<file path="src/rtl/xed_pkg.sv">
// Shared types, character codes and helpers for the XML entity decoder.
// No dependencies; used by xed_front, xed_back and the top level.
package xed_pkg;

  localparam logic [7:0] CH_AMP   = 8'h26;
  localparam logic [7:0] CH_SEMI  = 8'h3B;
  localparam logic [7:0] CH_HASH  = 8'h23;
  localparam logic [7:0] CH_LX    = 8'h78;
  localparam logic [7:0] CH_UX    = 8'h58;
  localparam logic [7:0] CH_QMARK = 8'h3F;

  // Named entities: text (first char in low byte), length, replacement
  localparam int NUM_NAMES = 5;
  localparam logic [31:0] NAME_STR [NUM_NAMES] = '{
    32'h00706D61,   // amp
    32'h0000746C,   // lt
    32'h00007467,   // gt
    32'h746F7571,   // quot
    32'h736F7061    // apos
  };
  localparam int NAME_LEN [NUM_NAMES] = '{3, 2, 2, 4, 4};
  localparam logic [7:0] NAME_CHAR [NUM_NAMES] = '{8'h26, 8'h3C, 8'h3E, 8'h22, 8'h27};

  typedef enum logic [1:0] {
    CMD_BYTE,     // pass one byte
    CMD_FLUSH,    // '&' then the first len buffered bytes
    CMD_DECIDE    // entity closed by ';'
  } cmd_kind_t;

  typedef struct packed {
    cmd_kind_t   kind;
    logic        text_end;
    logic [7:0]  data;
  } cmd_ctl_t;

  typedef struct packed {
    logic       ok;
    logic [3:0] val;
  } digit_t;

  typedef struct packed {
    logic [3:0][7:0] bytes;
    logic [1:0]      last_idx;
  } code_seq_t;

  function automatic digit_t digit_value(input logic [7:0] c, input logic hex);
    digit_t d;
    d.ok  = 1'b0;
    d.val = 4'd0;
    if (c inside {[8'h30:8'h39]}) begin
      d.ok  = 1'b1;
      d.val = c[3:0];
    end else if (hex && (c inside {[8'h61:8'h66], [8'h41:8'h46]})) begin
      d.ok  = 1'b1;
      d.val = c[3:0] + 4'd9;
    end
    return d;
  endfunction

  // Code point to UTF-8; zero maps to '?'
  function automatic code_seq_t utf8_encode(input logic [31:0] cp);
    code_seq_t c;
    c.bytes    = '0;
    c.last_idx = 2'd0;
    if (cp == 32'd0) begin
      c.bytes[0] = CH_QMARK;
    end else if (cp < 32'h80) begin
      c.bytes[0] = cp[7:0];
    end else if (cp < 32'h800) begin
      c.bytes[0] = 8'hC0 | {3'b000, cp[10:6]};
      c.bytes[1] = 8'h80 | {2'b00, cp[5:0]};
      c.last_idx = 2'd1;
    end else if (cp < 32'h10000) begin
      c.bytes[0] = 8'hE0 | {4'h0, cp[15:12]};
      c.bytes[1] = 8'h80 | {2'b00, cp[11:6]};
      c.bytes[2] = 8'h80 | {2'b00, cp[5:0]};
      c.last_idx = 2'd2;
    end else begin
      c.bytes[0] = 8'hF0 | cp[25:18];
      c.bytes[1] = 8'h80 | {2'b00, cp[17:12]};
      c.bytes[2] = 8'h80 | {2'b00, cp[11:6]};
      c.bytes[3] = 8'h80 | {2'b00, cp[5:0]};
      c.last_idx = 2'd3;
    end
    return c;
  endfunction

endpackage

</file>
<file path="src/rtl/xml_entity_decoder_utf8.sv">
// Channel  Dir  Signals                      Contents (low bit up)
// s_       in   s_tvalid/s_tready/s_tdata    tdata[7:0] text_byte; tlast end_of_text
// m_       out  m_tvalid/m_tready/m_tdata    tdata[7:0] out_byte; tuser run_last;
//                                            tlast text_done
// Plain bytes go through the back end's load-then-emit sequence, one at a time.
// A closed entity is loaded, then scanned byte by byte in the back end, and its
// output bytes are emitted after the scan.
// A timeout with an '&' inside stalls the input while the bytes after it are repacked.
// A two-entry command queue lets the input run while the output is stalled.
// Synchronous reset clears control state only; the entity buffer needs no clearing.
// Depends on xed_pkg, xed_front, xed_queue and xed_back.
module xml_entity_decoder_utf8 #(
  parameter int MAX_ENTITY_SPAN = 10
) (
  input  logic       clk,
  input  logic       rst,
  input  logic       s_tvalid,
  output logic       s_tready,
  input  logic [7:0] s_tdata,   // [7:0] text_byte
  input  logic       s_tlast,
  output logic       m_tvalid,
  input  logic       m_tready,
  output logic [7:0] m_tdata,   // [7:0] out_byte
  output logic       m_tuser,   // run_last
  output logic       m_tlast
);

  localparam int CW = $clog2(MAX_ENTITY_SPAN + 1);
  localparam int QW = $bits(xed_pkg::cmd_ctl_t) + CW + 8 * MAX_ENTITY_SPAN;

  logic                       q_push;
  logic                       q_space;
  logic                       q_valid;
  logic                       q_pop;
  logic                       back_busy;
  xed_pkg::cmd_ctl_t          f_ctl;
  xed_pkg::cmd_ctl_t          q_ctl;
  logic [CW-1:0]              f_len;
  logic [CW-1:0]              q_len;
  logic [8*MAX_ENTITY_SPAN-1:0] f_bytes;
  logic [8*MAX_ENTITY_SPAN-1:0] q_bytes;
  logic [QW-1:0]              q_in;
  logic [QW-1:0]              q_head;

  xed_front #(.SPAN(MAX_ENTITY_SPAN)) u_front (
    .clk       (clk),
    .rst       (rst),
    .s_tvalid  (s_tvalid),
    .s_tready  (s_tready),
    .s_tdata   (s_tdata),
    .s_tlast   (s_tlast),
    .cmd_push  (q_push),
    .cmd_ctl   (f_ctl),
    .cmd_len   (f_len),
    .cmd_bytes (f_bytes),
    .cmd_space (q_space)
  );

  assign q_in = {f_ctl, f_len, f_bytes};

  xed_queue #(.WIDTH(QW)) u_queue (
    .clk       (clk),
    .rst       (rst),
    .push      (q_push),
    .push_data (q_in),
    .space     (q_space),
    .valid     (q_valid),
    .head      (q_head),
    .pop       (q_pop)
  );

  assign {q_ctl, q_len, q_bytes} = q_head;

  xed_back #(.SPAN(MAX_ENTITY_SPAN)) u_back (
    .clk      (clk),
    .rst      (rst),
    .q_valid  (q_valid),
    .q_ctl    (q_ctl),
    .q_len    (q_len),
    .q_bytes  (q_bytes),
    .q_pop    (q_pop),
    .busy     (back_busy),
    .m_tvalid (m_tvalid),
    .m_tready (m_tready),
    .m_tdata  (m_tdata),
    .m_tuser  (m_tuser),
    .m_tlast  (m_tlast)
  );

  a_push_has_room: assert property (@(posedge clk) disable iff (rst)
    q_push |-> q_space)
    else $error("command pushed into a full queue");

  a_back_has_cmd: assert property (@(posedge clk) disable iff (rst)
    back_busy |-> q_valid)
    else $error("back end working without a queued command");

  a_done_is_last: assert property (@(posedge clk) disable iff (rst)
    (m_tvalid && m_tlast) |-> m_tuser)
    else $error("end of text flagged on a byte that does not close its transaction run");

endmodule

</file>
<file path="src/rtl/xed_front.sv">
// Front end: accepts text bytes, tracks entity collection and turns each
// transaction into at most one command. Depends on xed_pkg.
module xed_front #(
  parameter int SPAN = 10
) (
  input  logic                          clk,
  input  logic                          rst,
  input  logic                          s_tvalid,
  output logic                          s_tready,
  input  logic [7:0]                    s_tdata,
  input  logic                          s_tlast,
  output logic                          cmd_push,
  output xed_pkg::cmd_ctl_t             cmd_ctl,
  output logic [$clog2(SPAN+1)-1:0]     cmd_len,
  output logic [8*SPAN-1:0]             cmd_bytes,
  input  logic                          cmd_space
);

  localparam int CW = $clog2(SPAN + 1);
  localparam int IW = $clog2(SPAN);
  localparam logic [IW-1:0] LAST_IDX = IW'(SPAN - 1);

  typedef enum logic [1:0] {
    F_RUN  = 2'b01,
    F_PACK = 2'b10
  } fstate_t;

  fstate_t       state;
  logic          collecting;
  logic [IW-1:0] count;
  logic          amp_seen;
  logic [IW-1:0] amp_first;
  logic [IW-1:0] rd;
  logic [7:0]    ent_buf [SPAN];
  logic [7:0]    buf_in  [SPAN];

  logic          accept;
  logic          is_amp;
  logic          is_semi;
  logic          full_span;
  logic          hit_amp;
  logic [IW-1:0] first;

  assign s_tready  = (state == F_RUN) && cmd_space;
  assign accept    = s_tvalid && s_tready;
  assign is_amp    = s_tdata == xed_pkg::CH_AMP;
  assign is_semi   = s_tdata == xed_pkg::CH_SEMI;
  assign full_span = count == LAST_IDX;
  assign hit_amp   = amp_seen || is_amp;
  assign first     = amp_seen ? amp_first : LAST_IDX;

  // buffer as it stands with this byte appended
  always_comb begin
    for (int i = 0; i < SPAN; i++) buf_in[i] = ent_buf[i];
    if (collecting && !is_semi) buf_in[count] = s_tdata;
    for (int i = 0; i < SPAN; i++) cmd_bytes[i*8 +: 8] = buf_in[i];
  end

  always_comb begin
    cmd_push         = 1'b0;
    cmd_ctl.kind     = xed_pkg::CMD_BYTE;
    cmd_ctl.text_end = s_tlast;
    cmd_ctl.data     = s_tdata;
    cmd_len          = '0;
    if (accept) begin
      if (!collecting) begin
        if (!is_amp) begin
          cmd_push = 1'b1;
        end else if (s_tlast) begin
          cmd_push     = 1'b1;
          cmd_ctl.kind = xed_pkg::CMD_FLUSH;
        end
      end else if (is_semi) begin
        cmd_push     = 1'b1;
        cmd_ctl.kind = xed_pkg::CMD_DECIDE;
        cmd_len      = CW'(count);
      end else if (!full_span) begin
        if (s_tlast) begin
          cmd_push     = 1'b1;
          cmd_ctl.kind = xed_pkg::CMD_FLUSH;
          cmd_len      = CW'(count) + CW'(1);
        end
      end else begin
        // span exhausted: replay up to the first '&' (all bytes at end of text or with no '&')
        cmd_push     = 1'b1;
        cmd_ctl.kind = xed_pkg::CMD_FLUSH;
        cmd_len      = (s_tlast || !hit_amp) ? CW'(SPAN) : CW'(first);
      end
    end
  end

  always_ff @(posedge clk) begin
    if (rst) begin
      state      <= F_RUN;
      collecting <= 1'b0;
      count      <= '0;
      amp_seen   <= 1'b0;
    end else begin
      case (state)
        F_RUN: begin
          if (accept) begin
            if (!collecting) begin
              if (is_amp && !s_tlast) begin
                collecting <= 1'b1;
                count      <= '0;
                amp_seen   <= 1'b0;
              end
            end else if (is_semi) begin
              collecting <= 1'b0;
              count      <= '0;
            end else if (!full_span) begin
              if (s_tlast) begin
                collecting <= 1'b0;
                count      <= '0;
              end else begin
                count <= count + IW'(1);
                if (is_amp && !amp_seen) begin
                  amp_seen  <= 1'b1;
                  amp_first <= count;
                end
              end
            end else if (s_tlast || !hit_amp) begin
              collecting <= 1'b0;
              count      <= '0;
            end else begin
              // restart with the bytes after the first '&'
              count    <= '0;
              amp_seen <= 1'b0;
              if (first != LAST_IDX) begin
                state <= F_PACK;
                rd    <= first + IW'(1);
              end
            end
          end
        end
        F_PACK: begin
          count <= count + IW'(1);
          rd    <= rd + IW'(1);
          if (ent_buf[rd] == xed_pkg::CH_AMP && !amp_seen) begin
            amp_seen  <= 1'b1;
            amp_first <= count;
          end
          if (rd == LAST_IDX) state <= F_RUN;
        end
        default: state <= F_RUN;
      endcase
    end
  end

  always_ff @(posedge clk) begin
    if (state == F_RUN && accept && collecting && !is_semi) begin
      ent_buf[count] <= s_tdata;
    end else if (state == F_PACK) begin
      ent_buf[count] <= ent_buf[rd];
    end
  end

endmodule

</file>
<file path="src/rtl/xed_queue.sv">
// Two-entry command queue between front and back end.
// No package dependencies.
module xed_queue #(
  parameter int WIDTH = 8
) (
  input  logic             clk,
  input  logic             rst,
  input  logic             push,
  input  logic [WIDTH-1:0] push_data,
  output logic             space,
  output logic             valid,
  output logic [WIDTH-1:0] head,
  input  logic             pop
);

  logic [WIDTH-1:0] mem [2];
  logic             wr_ptr;
  logic             rd_ptr;
  logic [1:0]       fill;

  assign space = fill != 2'd2;
  assign valid = fill != 2'd0;
  assign head  = mem[rd_ptr];

  always_ff @(posedge clk) begin
    if (rst) begin
      wr_ptr <= 1'b0;
      rd_ptr <= 1'b0;
      fill   <= 2'd0;
    end else begin
      if (push) wr_ptr <= !wr_ptr;
      if (pop)  rd_ptr <= !rd_ptr;
      case ({push, pop})
        2'b10:   fill <= fill + 2'd1;
        2'b01:   fill <= fill - 2'd1;
        default: fill <= fill;
      endcase
    end
  end

  always_ff @(posedge clk) begin
    if (push) mem[wr_ptr] <= push_data;
  end

endmodule

</file>
<file path="src/rtl/xed_back.sv">
// Back end: executes queued commands, scans closed entities one byte a
// cycle and drives the output register. Depends on xed_pkg.
module xed_back #(
  parameter int SPAN = 10
) (
  input  logic                          clk,
  input  logic                          rst,
  input  logic                          q_valid,
  input  xed_pkg::cmd_ctl_t             q_ctl,
  input  logic [$clog2(SPAN+1)-1:0]     q_len,
  input  logic [8*SPAN-1:0]             q_bytes,
  output logic                          q_pop,
  output logic                          busy,
  output logic                          m_tvalid,
  input  logic                          m_tready,
  output logic [7:0]                    m_tdata,
  output logic                          m_tuser,
  output logic                          m_tlast
);

  localparam int CW = $clog2(SPAN + 1);
  localparam int IW = $clog2(SPAN);
  localparam int NN = xed_pkg::NUM_NAMES;

  typedef enum logic [5:0] {
    B_IDLE = 6'b000001,
    B_SCAN = 6'b000010,
    B_LEAD = 6'b000100,
    B_BODY = 6'b001000,
    B_TAIL = 6'b010000,
    B_CODE = 6'b100000
  } bstate_t;

  bstate_t            state;
  logic [CW-1:0]      idx;
  logic [NN-1:0]      name_ok;
  logic               is_hash;
  logic               hex;
  logic               live;
  logic [31:0]        cp;
  xed_pkg::code_seq_t code;
  logic               tail;

  logic [7:0]         q_arr [SPAN];
  logic [7:0]         cur;
  xed_pkg::digit_t    dig;
  logic [35:0]        cp_wide;
  logic [35:0]        acc;
  logic [31:0]        cp_next;
  logic [NN-1:0]      name_hit;
  logic [7:0]         name_byte;
  logic               out_free;
  logic               emit;
  logic               emit_last;
  logic [7:0]         emit_byte;
  logic               body_end;
  logic               load;
  logic               scan_step;
  logic               scan_done;
  logic               to_code;

  always_comb begin
    for (int i = 0; i < SPAN; i++) q_arr[i] = q_bytes[i*8 +: 8];
  end

  assign cur      = q_arr[idx[IW-1:0]];
  assign dig      = xed_pkg::digit_value(cur, hex);
  assign cp_wide  = {4'h0, cp};
  assign acc      = (hex ? (cp_wide << 4) : ((cp_wide << 3) + (cp_wide << 1)))
                    + {32'd0, dig.val};
  assign cp_next  = (|acc[35:32]) ? 32'hFFFF_FFFF : acc[31:0];

  always_comb begin
    name_hit  = '0;
    name_byte = 8'h00;
    for (int n = 0; n < NN; n++) begin
      name_hit[n] = name_ok[n] && (q_len == CW'(xed_pkg::NAME_LEN[n]));
      if (name_hit[n]) name_byte = xed_pkg::NAME_CHAR[n];
    end
  end

  assign out_free  = !m_tvalid || m_tready;
  assign load      = (state == B_IDLE) && q_valid;
  assign scan_step = (state == B_SCAN) && (idx != q_len);
  assign scan_done = (state == B_SCAN) && (idx == q_len);
  assign to_code   = (|name_hit) || (is_hash && q_len > CW'(1));
  assign body_end  = (idx + CW'(1)) == q_len;
  assign busy      = state != B_IDLE;

  always_comb begin
    emit      = 1'b0;
    emit_last = 1'b0;
    emit_byte = xed_pkg::CH_AMP;
    case (state)
      B_LEAD: begin
        emit      = out_free;
        emit_last = (q_len == '0) && !tail;
      end
      B_BODY: begin
        emit      = out_free;
        emit_byte = cur;
        emit_last = body_end && !tail;
      end
      B_TAIL: begin
        emit      = out_free;
        emit_byte = xed_pkg::CH_SEMI;
        emit_last = 1'b1;
      end
      B_CODE: begin
        emit      = out_free;
        emit_byte = code.bytes[idx[1:0]];
        emit_last = idx[1:0] == code.last_idx;
      end
      default: emit = 1'b0;
    endcase
  end

  assign q_pop = emit && emit_last;

  always_ff @(posedge clk) begin
    if (rst) begin
      state    <= B_IDLE;
      m_tvalid <= 1'b0;
    end else begin
      if (emit) m_tvalid <= 1'b1;
      else if (m_tready) m_tvalid <= 1'b0;
      case (state)
        B_IDLE: begin
          if (q_valid) begin
            case (q_ctl.kind)
              xed_pkg::CMD_BYTE:   state <= B_CODE;
              xed_pkg::CMD_FLUSH:  state <= B_LEAD;
              xed_pkg::CMD_DECIDE: state <= B_SCAN;
              default:             state <= B_IDLE;
            endcase
          end
        end
        B_SCAN: begin
          if (scan_done) state <= to_code ? B_CODE : B_LEAD;
        end
        B_LEAD: begin
          if (emit) begin
            if (emit_last) state <= B_IDLE;
            else if (q_len == '0) state <= B_TAIL;
            else state <= B_BODY;
          end
        end
        B_BODY: begin
          if (emit && body_end) state <= tail ? B_TAIL : B_IDLE;
        end
        B_TAIL: begin
          if (emit) state <= B_IDLE;
        end
        B_CODE: begin
          if (emit && emit_last) state <= B_IDLE;
        end
        default: state <= B_IDLE;
      endcase
    end
  end

  always_ff @(posedge clk) begin
    if (load) begin
      idx           <= '0;
      tail          <= q_ctl.kind == xed_pkg::CMD_DECIDE;
      name_ok       <= '1;
      is_hash       <= 1'b0;
      hex           <= 1'b0;
      live          <= 1'b1;
      cp            <= 32'd0;
      code.bytes    <= {24'd0, q_ctl.data};
      code.last_idx <= 2'd0;
    end else if (scan_step) begin
      idx <= idx + CW'(1);
      for (int n = 0; n < NN; n++) begin
        name_ok[n] <= name_ok[n] && (idx < CW'(xed_pkg::NAME_LEN[n]))
                      && (cur == xed_pkg::NAME_STR[n][{idx[1:0], 3'b000} +: 8]);
      end
      if (idx == '0) begin
        is_hash <= cur == xed_pkg::CH_HASH;
      end else if (idx == CW'(1) && is_hash
                   && (cur == xed_pkg::CH_LX || cur == xed_pkg::CH_UX)) begin
        hex <= 1'b1;
      end else if (live) begin
        if (dig.ok) cp <= cp_next;
        else live <= 1'b0;
      end
    end else if (scan_done) begin
      idx <= '0;
      if (|name_hit) begin
        code.bytes    <= {24'd0, name_byte};
        code.last_idx <= 2'd0;
      end else begin
        code <= xed_pkg::utf8_encode(cp);
      end
    end else if (emit && (state == B_BODY || state == B_CODE)) begin
      idx <= idx + CW'(1);
    end
  end

  always_ff @(posedge clk) begin
    if (emit) begin
      m_tdata <= emit_byte;
      m_tuser <= emit_last;
      m_tlast <= emit_last && q_ctl.text_end;
    end
  end

endmodule

</file>
<file path="config.mk">
export PLATFORM = sky130hd
export DESIGN_NAME = xml_entity_decoder_utf8
export DESIGN_NICKNAME = d
export VERILOG_FILES = /design/src/rtl/xed_pkg.sv /design/src/rtl/xml_entity_decoder_utf8.sv /design/src/rtl/xed_front.sv /design/src/rtl/xed_queue.sv /design/src/rtl/xed_back.sv
export SDC_FILE = /design/constraint.sdc
export NUM_CORES = 1
export LEC_CHECK = 0
export BUFFER_PORTS_ARGS = -buffer_cell sky130_fd_sc_hd__buf_2
export CORE_MARGIN = 5
export CORE_UTILIZATION = 64
export CTS_CLUSTER_SIZE = 8
export DETAILED_ROUTE_END_ITERATION = 12
export PLACE_DENSITY = 0.81
export SETUP_SLACK_MARGIN = 0.1
export SLEW_MARGIN = 20
export SYNTH_ARGS = -nofsm -noshare
export SYNTH_HDL_FRONTEND = slang
export SYNTH_SLANG_ARGS = --single-unit
</file>
<file path="constraint.sdc">
create_clock -name clk -period 8.25 [get_ports clk]
set_input_delay 0.825 -clock clk [delete_from_list [all_inputs] [get_ports clk]]
set_output_delay 0.825 -clock clk [all_outputs]
set_load 0.005 [all_outputs]
</file>
==> impl_metrics.ini <==
[placement]
dp_hpwl_mm = 42.0
dp_cells = 2288
numPortBuffers = 24
gp_congestion = 0.910

[clock_network]
clk_pin_slew_ns = 0.05
cts_hold_buf = 0
post-cts-setup-buffer-count = 0
cts.sinks = 435
cts_root_buf = clkbuf_16
worstSkewPairLatency_ns = 0.61
cts_inserted_buffers = 60
cts_tree = done
cts_resized = 0
clockBufferDepth = 3
htreeDepth = 2

[logic_synthesis]
syn-num-nets = 1947
synthCells = 1878
ys_seq_area_share_pct = 53.2
synth_top_cell_by_area = edfxtp_1
synthArstFlopShare_pct = 0
ys_ff_latch = 435
synth_top_area_share_pct = 45.3
synth_edf_count = 345
synth_ff_type = edfxtp_1
synthTopCellsByArea = edfxtp_1 (45%), dfxtp_1 (7.9%), mux4_2 (7.6%)
synth.avg_cell_area_um2 = 12.2
yosys_warnings = 0
synth_area_um2 = 22900
ys_types = 83

[pwr]
power_frac_comb_pct = 24.5
ir_drop_mv = 0.297
powerDensity_nw_per_um2 = 275
net-switching-power_mw = 2.13
seq_power_share_pct = 42.9
p_leak_nw = 8.60
finalPower_mw = 6.89
p_clk_share_pct = 32.5
switching_share_pct = 30.9
p_int_mw = 4.76

[global_routing]
antenna_found_initial = 1
grt_max_degree = 85
grt_pass1_vias = 16366
grt_util_all_layers_pct = 30.8
overflow = 0
grt_pass1_wl_mm = 93.9

[status]
status = complete, no violations

[layout]
final_cell_mix = edfxtp_1 (345), nand2_1 (150), nor2_1 (129)
fill_cells = 2290
final_nets = 1959
diodes = 0
seqCellArea_um2 = 12200
final_util_pct = 70.8
multi_input_area_um2 = 10200
final_layout_size_suffix_gt1_share_pct = 17.3
finalNonFillerCells = 2384
final_common_cell = edfxtp_1
syn2layout_area_growth_pct = 9.57

[routing]
viasPerCell = 7.01
wirelength_mm = 61.3
wl_per_cell_um = 25.7
drt_iter0_markers = 1869
ant_nets = 0
vias = 16709
drc = 0
dr.pass1.iters = 6

[critical_path]
critPathLaunchType = register
r2r.worst_path.cells = 19
crit_arrival_ns = 7.82
critPathKind = reg2reg
setup.worst_path.end_class = register
ff2ff_setup_slack_ns = 0.84
reg2reg_to = u_back.cp[0]$_SDFFE_PP0P_
timing.critical_path.to = u_back.cp[0]$_SDFFE_PP0P_
worst-endpoint-required_ns = 8.65
crit_fanout = 32

[sta]
fin_crit_ns = 7.41
worst_pin_slew_ns = 1.12
hold_viol = 0
clock_skew_ns = 0.0514
setup_viol = 0
fmax_mhz = 135
min_period_over_period_pct = 89.9
rsz0062_at_grt = no
slew_headroom_pct = 25.3
tns_ns = 0
final_max_slew_viol_count = 0

[floorplanning]
die_x_um = 199
fp.dieH_um = 199
start_util_pct = 64.6
core_area_um2 = 35400
ios = 25
rows = 69
dieArea_um2 = 39600

[hold_path]
hp-class = reg2reg

[job]
cap_violations = 0
-- how the worst min path moves through the flow --
stage / to / slack, ns / cells past startpoint / start
after floorplan: u_back.code[17]$_SDFFE_PP0P_ / 0.42 / 2 / u_back.code[17]$_SDFFE_PP0P_
after global placement: u_back.code[13]$_SDFFE_PP0P_ / 0.43 / 2 / u_back.code[13]$_SDFFE_PP0P_
after detailed placement: u_back.code[33]$_SDFFE_PP0P_ / 0.45 / 1 / u_back.code[33]$_SDFFE_PP0P_
after CTS: u_back.code[14]$_SDFFE_PP0P_ / 0.46 / 2 / u_back.code[14]$_SDFFE_PP0P_
after global routing: u_back.code[33]$_SDFFE_PP0P_ / 0.47 / 1 / u_back.code[33]$_SDFFE_PP0P_
final: u_back.code[21]$_SDFFE_PP0P_ / 0.46 / 2 / u_back.code[21]$_SDFFE_PP0P_
-- power groups by stage --
stage | Clock, mW | Sequential (mW) | Combinational [mW]
final | 2.24 | 2.96 | 1.69
after global routing | 2.36 | 2.98 | 1.81
after CTS | 2.25 | 2.95 | 1.67
after detailed placement | 0 | 2.98 | 1.64
after global placement | 0 | 2.96 | 1.59
after floorplan | 0 | 2.91 | 1.24
-- state kept, by name, indices dropped and copies added, names as in the netlist, 2 cells and up, named ones only --
register / cells
u_back.code: 30
u_queue.fill: 2
u_front.rd: 4
u_back.name_ok: 5
u_back.cp: 32
u_back.m_tdata: 8
u_queue.mem: 190
u_front.ent_buf: 128
u_front.amp_first: 4
u_back.state: 6
u_back.idx: 4
u_front.count: 4
u_front.state: 2
-- metrics by stage --
stage	worst slack, ns	hold slack [ns]	area [µm²]
2_1_floorplan	1.74	0.419	22900
3_3_place_gp	1.07	0.430	23400
3_5_place_dp	0.877	0.449	23400
4_1_cts	0.831	0.458	25100
5_1_grt	0.337	0.474	25100
6_report	0.837	0.455	25100
-- cells by family (layout without fill, tap and decap cells) --
group,count (synthesis),count (layout),share of synthesized area (%)
AO/OA/AOI/OAI,412,412,11.7
adder cells (fa/ha/maj),56,56,3.13
multiplexers,238,238,15.3
buffers and inverters,135,180,2.47
flip-flops,435,435,53.2
XOR/XNOR,61,61,2.34
AND/OR/NAND/NOR,541,541,12.0
-- synth_stat cells, types with 28 or more instances --
| master | count |
|---|---|
| dfxtp_1 | 90 |
| nand2_1 | 150 |
| clkbuf_1 | 71 |
| xor2_1 | 28 |
| mux4_2 | 77 |
| inv_1 | 34 |
| a21oi_1 | 95 |
| nor2_1 | 131 |
| edfxtp_1 | 345 |
| nor3_1 | 36 |
| nand3_1 | 35 |
| xnor2_1 | 33 |
| mux2_2 | 106 |
| mux2i_1 | 54 |
| a31oi_1 | 40 |
| ha_1 | 54 |
| o21ai_0 | 107 |
-- final cells by class --
class / instances / share of cell area (%)
flip-flops and latches: 435 / 48.6
multi-input cells: 1308 / 40.6
clock buffers: 92 / 6.55
well taps: 461 / 2.30
repair buffers: 49 / 1.24
inverters: 36 / 0.539
clock inverters: 3 / 0.235
-- worst max-delay path, stage by stage, from the launching register on --
cell and delay (ns):
dfxtp_4 0.71, buf_4 0.44, mux4_2 0.56, nand2_1 0.08, nand3_1 0.36, or3_1 0.50, a2111o_1 0.48, o21a_1 0.22
o22a_1 0.23, fa_1 0.47, nor2b_1 0.13, o21ai_1 0.09, or2_1 0.23, or3b_1 0.38, or4b_1 0.59, nor4_2 0.18
nand4_1 0.19, nor4_2 0.33, mux2i_4 0.86, a31oi_1 0.19
-- routing by layer --
layer | GRT usage (%) | part of all wire [%] | wire length (µm)
met3 | 5.33 | 9.3 | 5680
met4 | 13.4 | 4.8 | 2970
met5 | 0 | 0.021 | 13
met2 | 51.0 | 49 | 29700
met1 | 40.5 | 37 | 22900
No activity file was read; power rests on OpenSTA's default activity.
